[config.mk]
export PLATFORM = sky130hd
export DESIGN_NAME = yuyv_to_rgb_converter_unit
export DESIGN_NICKNAME = d
export VERILOG_FILES = /design/src/hdl/y2r_pkg.sv /design/src/hdl/yuyv_to_rgb_converter_unit.sv /design/src/hdl/y2r_chroma_mul.sv /design/src/hdl/y2r_pixel_clamp.sv
export SDC_FILE = /design/constraint.sdc
export NUM_CORES = 1
export LEC_CHECK = 0
export ABC_CLOCK_PERIOD_IN_PS = 8300
export BUFFER_PORTS_ARGS = -buffer_cell sky130_fd_sc_hd__buf_4
export CORE_ASPECT_RATIO = 0.8
export CORE_MARGIN = 4
export CORE_UTILIZATION = 50
export CTS_BUF_LIST = sky130_fd_sc_hd__clkbuf_2
export DETAILED_ROUTE_END_ITERATION = 6
export PLACE_DENSITY = 0.68
export SYNTH_ARGS = -nofsm -noshare
export SYNTH_HDL_FRONTEND = slang
export SYNTH_HIERARCHICAL = 1
export SYNTH_SLANG_ARGS = --single-unit
[constraint.sdc]
create_clock -name clk -period 8.3 [get_ports clk]
set_input_delay 0.415 -clock clk [delete_from_list [all_inputs] [get_ports clk]]
set_output_delay 0.415 -clock clk [all_outputs]
set_load 0.03 [all_outputs]
[src/hdl/y2r_pkg.sv]
package y2r_pkg;

  localparam int FRAC_BITS = 16;
  localparam int PROD_W    = 25;
  localparam int ACC_W     = 27;
  localparam int LATENCY   = 3;

  localparam logic signed [PROD_W-1:0] K_RED_V   = 25'sd91881;
  localparam logic signed [PROD_W-1:0] K_GREEN_U = 25'sd22544;
  localparam logic signed [PROD_W-1:0] K_GREEN_V = 25'sd46793;
  localparam logic signed [PROD_W-1:0] K_BLUE_U  = 25'sd116130;

  localparam logic MODE_CONVERT = 1'b0;
  localparam logic MODE_UNPACK  = 1'b1;

  typedef struct packed {
    logic [7:0] first_luma;
    logic [7:0] blue_chroma;
    logic [7:0] second_luma;
    logic [7:0] red_chroma;
  } in_t;

  typedef struct packed {
    logic [7:0] left_chan_a;
    logic [7:0] left_chan_b;
    logic [7:0] left_chan_c;
    logic [7:0] right_chan_a;
    logic [7:0] right_chan_b;
    logic [7:0] right_chan_c;
  } out_t;

  typedef struct packed {
    logic signed [PROD_W-1:0] blue_term;
    logic signed [PROD_W-1:0] green_term;
    logic signed [PROD_W-1:0] red_term;
  } prod_t;

endpackage

[src/hdl/yuyv_to_rgb_converter_unit.sv]
// YUYV macropixel to two pixels, blue/green/red (full-range BT.601) or
// unpacked Y/U/V.
// Input: drive in_data with one macropixel and raise start; the transaction
// is taken at a rising edge with start high and busy low. busy is high only
// while rst_n is low and for the first edge after it is released, so a new
// macropixel can be taken on every clock.
// Output: out_valid marks out_data for exactly one cycle; the receiver has
// no way to stall, so it must take each transaction as it appears.
// Pipeline: a transaction taken at an edge passes the input register, the chroma
// product register and the result register before it shows on out_data.
// Throughput: one macropixel per clock while busy is low.
// Configuration: cfg_we with cfg_wdata writes output_mode (0 convert,
// 1 unpack); write it only with no transaction in flight.
// Reset (synchronous, rst_n low): clears the mode to convert and all valid
// flags; transactions in flight are dropped.
module yuyv_to_rgb_converter_unit (
  input  logic          clk,
  input  logic          rst_n,
  input  logic          start,
  output logic          busy,
  input  y2r_pkg::in_t  in_data,
  input  logic          cfg_we,
  input  logic          cfg_wdata,
  output logic          out_valid,
  output y2r_pkg::out_t out_data
);

  logic           busy_r;
  logic           mode_r;
  logic           in_valid_r;
  y2r_pkg::in_t   in_r;
  logic           prod_valid_r;
  y2r_pkg::in_t   raw_r;
  y2r_pkg::prod_t prod_r;
  y2r_pkg::prod_t prod_nxt;
  logic           out_valid_r;
  y2r_pkg::out_t  out_r;
  y2r_pkg::out_t  out_nxt;
  logic [7:0]     l_a, l_b, l_c, r_a, r_b, r_c;

  always_ff @(posedge clk) begin
    if (!rst_n) begin
      busy_r       <= 1'b1;
      mode_r       <= y2r_pkg::MODE_CONVERT;
      in_valid_r   <= 1'b0;
      prod_valid_r <= 1'b0;
      out_valid_r  <= 1'b0;
    end else begin
      busy_r       <= 1'b0;
      if (cfg_we) begin
        mode_r <= cfg_wdata;
      end
      in_valid_r   <= start && !busy_r;
      prod_valid_r <= in_valid_r;
      out_valid_r  <= prod_valid_r;
    end
  end

  always_ff @(posedge clk) begin
    in_r   <= in_data;
    raw_r  <= in_r;
    prod_r <= prod_nxt;
    out_r  <= out_nxt;
  end

  y2r_chroma_mul u_mul (
    .blue_chroma (in_r.blue_chroma),
    .red_chroma  (in_r.red_chroma),
    .prod        (prod_nxt)
  );

  y2r_pixel_clamp u_left (
    .luma   (raw_r.first_luma),
    .prod   (prod_r),
    .chan_a (l_a),
    .chan_b (l_b),
    .chan_c (l_c)
  );

  y2r_pixel_clamp u_right (
    .luma   (raw_r.second_luma),
    .prod   (prod_r),
    .chan_a (r_a),
    .chan_b (r_b),
    .chan_c (r_c)
  );

  always_comb begin
    unique case (mode_r)
      y2r_pkg::MODE_UNPACK: begin
        out_nxt.left_chan_a  = raw_r.first_luma;
        out_nxt.left_chan_b  = raw_r.blue_chroma;
        out_nxt.left_chan_c  = raw_r.red_chroma;
        out_nxt.right_chan_a = raw_r.second_luma;
        out_nxt.right_chan_b = raw_r.blue_chroma;
        out_nxt.right_chan_c = raw_r.red_chroma;
      end
      default: begin
        out_nxt.left_chan_a  = l_a;
        out_nxt.left_chan_b  = l_b;
        out_nxt.left_chan_c  = l_c;
        out_nxt.right_chan_a = r_a;
        out_nxt.right_chan_b = r_b;
        out_nxt.right_chan_c = r_c;
      end
    endcase
  end

  assign busy      = busy_r;
  assign out_valid = out_valid_r;
  assign out_data  = out_r;

endmodule

[src/hdl/y2r_chroma_mul.sv]
module y2r_chroma_mul (
  input  logic [7:0]     blue_chroma,
  input  logic [7:0]     red_chroma,
  output y2r_pkg::prod_t prod
);

  logic signed [7:0]                  cb;
  logic signed [7:0]                  cr;
  logic signed [y2r_pkg::PROD_W-1:0]  cb_x;
  logic signed [y2r_pkg::PROD_W-1:0]  cr_x;

  // remove chroma offset: flipping the top bit gives value - 128 as signed
  assign cb   = signed'(blue_chroma ^ 8'h80);
  assign cr   = signed'(red_chroma ^ 8'h80);
  assign cb_x = y2r_pkg::PROD_W'(cb);
  assign cr_x = y2r_pkg::PROD_W'(cr);

  assign prod.blue_term  = cb_x * y2r_pkg::K_BLUE_U;
  assign prod.green_term = cb_x * y2r_pkg::K_GREEN_U + cr_x * y2r_pkg::K_GREEN_V;
  assign prod.red_term   = cr_x * y2r_pkg::K_RED_V;

endmodule

[src/hdl/y2r_pixel_clamp.sv]
module y2r_pixel_clamp (
  input  logic [7:0]     luma,
  input  y2r_pkg::prod_t prod,
  output logic [7:0]     chan_a,
  output logic [7:0]     chan_b,
  output logic [7:0]     chan_c
);

  logic signed [y2r_pkg::ACC_W-1:0] base;
  logic signed [y2r_pkg::ACC_W-1:0] acc_blue;
  logic signed [y2r_pkg::ACC_W-1:0] acc_green;
  logic signed [y2r_pkg::ACC_W-1:0] acc_red;

  function automatic logic [7:0] clamp_chan(input logic signed [y2r_pkg::ACC_W-1:0] acc);
    logic [7:0] res;
    if (acc[y2r_pkg::ACC_W-1]) begin
      res = 8'd0;
    end else if (|acc[y2r_pkg::ACC_W-2:y2r_pkg::FRAC_BITS+8]) begin
      res = 8'hFF;
    end else begin
      res = acc[y2r_pkg::FRAC_BITS+7:y2r_pkg::FRAC_BITS];
    end
    return res;
  endfunction

  assign base      = signed'({{(y2r_pkg::ACC_W-y2r_pkg::FRAC_BITS-8){1'b0}}, luma,
                              {y2r_pkg::FRAC_BITS{1'b0}}});
  assign acc_blue  = base + y2r_pkg::ACC_W'(prod.blue_term);
  assign acc_green = base - y2r_pkg::ACC_W'(prod.green_term);
  assign acc_red   = base + y2r_pkg::ACC_W'(prod.red_term);

  assign chan_a = clamp_chan(acc_blue);
  assign chan_b = clamp_chan(acc_green);
  assign chan_c = clamp_chan(acc_red);

endmodule

==> impl_metrics.csv <==
group,metric,value,unit
detailed_routing,num_vias,10300,
timing,setup_viol,0,
place,placed_area,14900,um^2
clock_tree,cts_buffers,17,
critical_path,r2r_slack,1.17,ns
grt,grt_pass1_vias,10300,
timing,period_share,86.0,%
clock_tree,root_buffer,"clkbuf_2",
detailed_routing,drtAntennaViolNets,0,
detailed_routing,wire_per_inst,17.6,um
grt,grt_usage,22.4,%
hold_path,worstHoldEndpoint,"in_r[19]",
timing,finClkSkew,0.0371,ns
floorplan,core,27300,um^2
timing,slew_headroom,24.8,%
layout,final_nets,1945,
layout,final_area,15400,um^2
critical_path,path_class,"reg -> reg",
detailed_routing,drc,0,
critical_path,cp.arrival,7.82,ns
floorplan,rows,54,
layout,drive_above_1_share,10.6,%
detailed_routing,first_pass_iters,5,
critical_path,r2r_cells,22,
flow_run,maxCapViolCount,0,
synth,synth_fp_nets,1818,
clock_tree,clk_latency,0.77,ns
timing,fmax,140,MHz
critical_path,reg2reg_to,"prod_r[46]",
timing,rsz0062_at_grt,"no",
detailed_routing,routed_wirelength,33.7,mm
layout,fin_cells,1913,
critical_path,startpoint_type,"flip-flop",
floorplan,die_x,194,um
run_status,outcome,"completed",
timing,finalMaxSlewViolations,0,
timing,fin_setup_tns,0,ns
critical_path,reg2reg_from,"in_r[23]",
place,dp_hpwl,27.7,mm
hold_path,min_from,"in_data[19]",
layout,seqCellArea,3200,um^2
critical_path,required,8.98,ns
timing,worstMarginPinSlew,1.12,ns
synth,yosys_warnings,6,
layout,fillers,2469,
grt,grt_max_degree,66,
clock_tree,cts_tree,"yes",
critical_path,end_kind,"flip-flop",
hold_path,hold_class,"in -> reg",
clock_tree,clock_path_buffers,2,
clock_tree,cts.clk_slew.worst_paths,0.27,ns
layout,layout_commonest_cell,"inv_1",
synth,synth_area,13900,um^2
floorplan,initial_core_util,50.7,%
timing,timing_hold_violations_final,0,
grt,grt-ovfl-total,0,
detailed_routing,initialDrtViolationCount,660,
synth,netlist_instances,1409,
clock_tree,htreeDepth,4,
floorplan,die_h,157,um
floorplan,dieArea,30400,um^2
timing,finalCriticalPeriod,7.13,ns
critical_path,cp_max_fo,12,
place,gp_congestion,0.938,
hold_path,min_path_cells,2,
place,portBuffers,86,
layout,multiInputGateArea,9540,um^2
clock_tree,cts.sinks,160,
synth,synth_area_per_cell,9.83,um^2
grt,grt_pass1_wl,53.9,mm
clock_tree,cts_resized,0,
floorplan,ios,87,
layout,final_cell_mix,"inv_1 (263), ha_1 (254), dfxtp_1 (159)",
detailed_routing,vias_per_cell,5.39,
layout,area_delta_synth_final,11.5,%
place,dp.cells,1845,
grt,antenna_found_initial,1,
==> layout make-up <==
cell class / instances / share of cell area [%]
well taps: 364 / 2.95
clock buffers: 17 / 0.551
inverters: 263 / 6.39
multi-input cells: 969 / 61.7
repair buffers: 125 / 6.66
clock inverters: 14 / 0.964
diodes: 1 / 0.0162
flip-flops and latches: 160 / 20.7
==> registers in the layout, indices dropped and copies added (netlist names) <==
name          flops
in_valid_r        1
prod_valid_r      1
out_data         48
prod_r           43
busy              1
mode_r            1
in_r             32
raw_r            32
out_valid         1
==> critical path, cell delays in order (launching register included) <==
cell and delay [ns]:
dfxtp_1 0.57, inv_1 0.33, ha_1 0.39, inv_1 0.05, fa_1 0.50, inv_1 0.06, fa_1 0.54, ha_1 0.17
inv_1 0.06, fa_1 0.39, xnor2_1 0.14, ha_1 0.27, inv_1 0.05, fa_1 0.49, inv_1 0.05, fa_1 0.47
fa_1 0.50, ha_1 0.32, ha_1 0.38, a21o_1 0.23, o41a_1 0.46, mux2i_1 0.13, or4_1 0.50
==> per-layer routing <==
metal  GRT usage [%]  wire length (um)  part of all wire (%)
met5               0                 0                     0
met4            4.92               534                   1.6
met3            4.89              2170                   6.4
met2            35.2             14800                    44
met1            32.2             16200                    48
==> how the worst max path moves through the flow <==
stage,start,cells past startpoint,endpoint,slack (ns)
2_1_floorplan,in_r[18],22,prod_r[46],1.64
3_3_place_gp,in_r[18],22,prod_r[46],1.38
3_5_place_dp,in_r[23],22,prod_r[46],1.16
4_1_cts,in_r[23],22,prod_r[46],1.14
5_1_grt,in_r[23],22,prod_r[49],0.91
6_report,in_r[23],22,prod_r[46],1.17
==> through the flow <==
stage | setup WS (ns) | hold WS [ns] | util [%]
6_report | 1.17 | 0.261 | 56.6
5_1_grt | 0.909 | 0.173 | 56.6
4_1_cts | 1.14 | 0.172 | 56.6
3_5_place_dp | 1.16 | 0.314 | 54.4
3_3_place_gp | 1.38 | 0.311 | 54.4
2_1_floorplan | 1.64 | 0.310 | -
==> timing repair <==
item | 4_1_cts | 5_1_grt
buffers inserted | 0 | 0
hold buffers | 36 | 0
endpoints found under the hold margin | 37 | 0
Power is left out: the tool's default activity adds up to more than one toggle a clock period on the data nets, which glitch-free logic cannot reach.
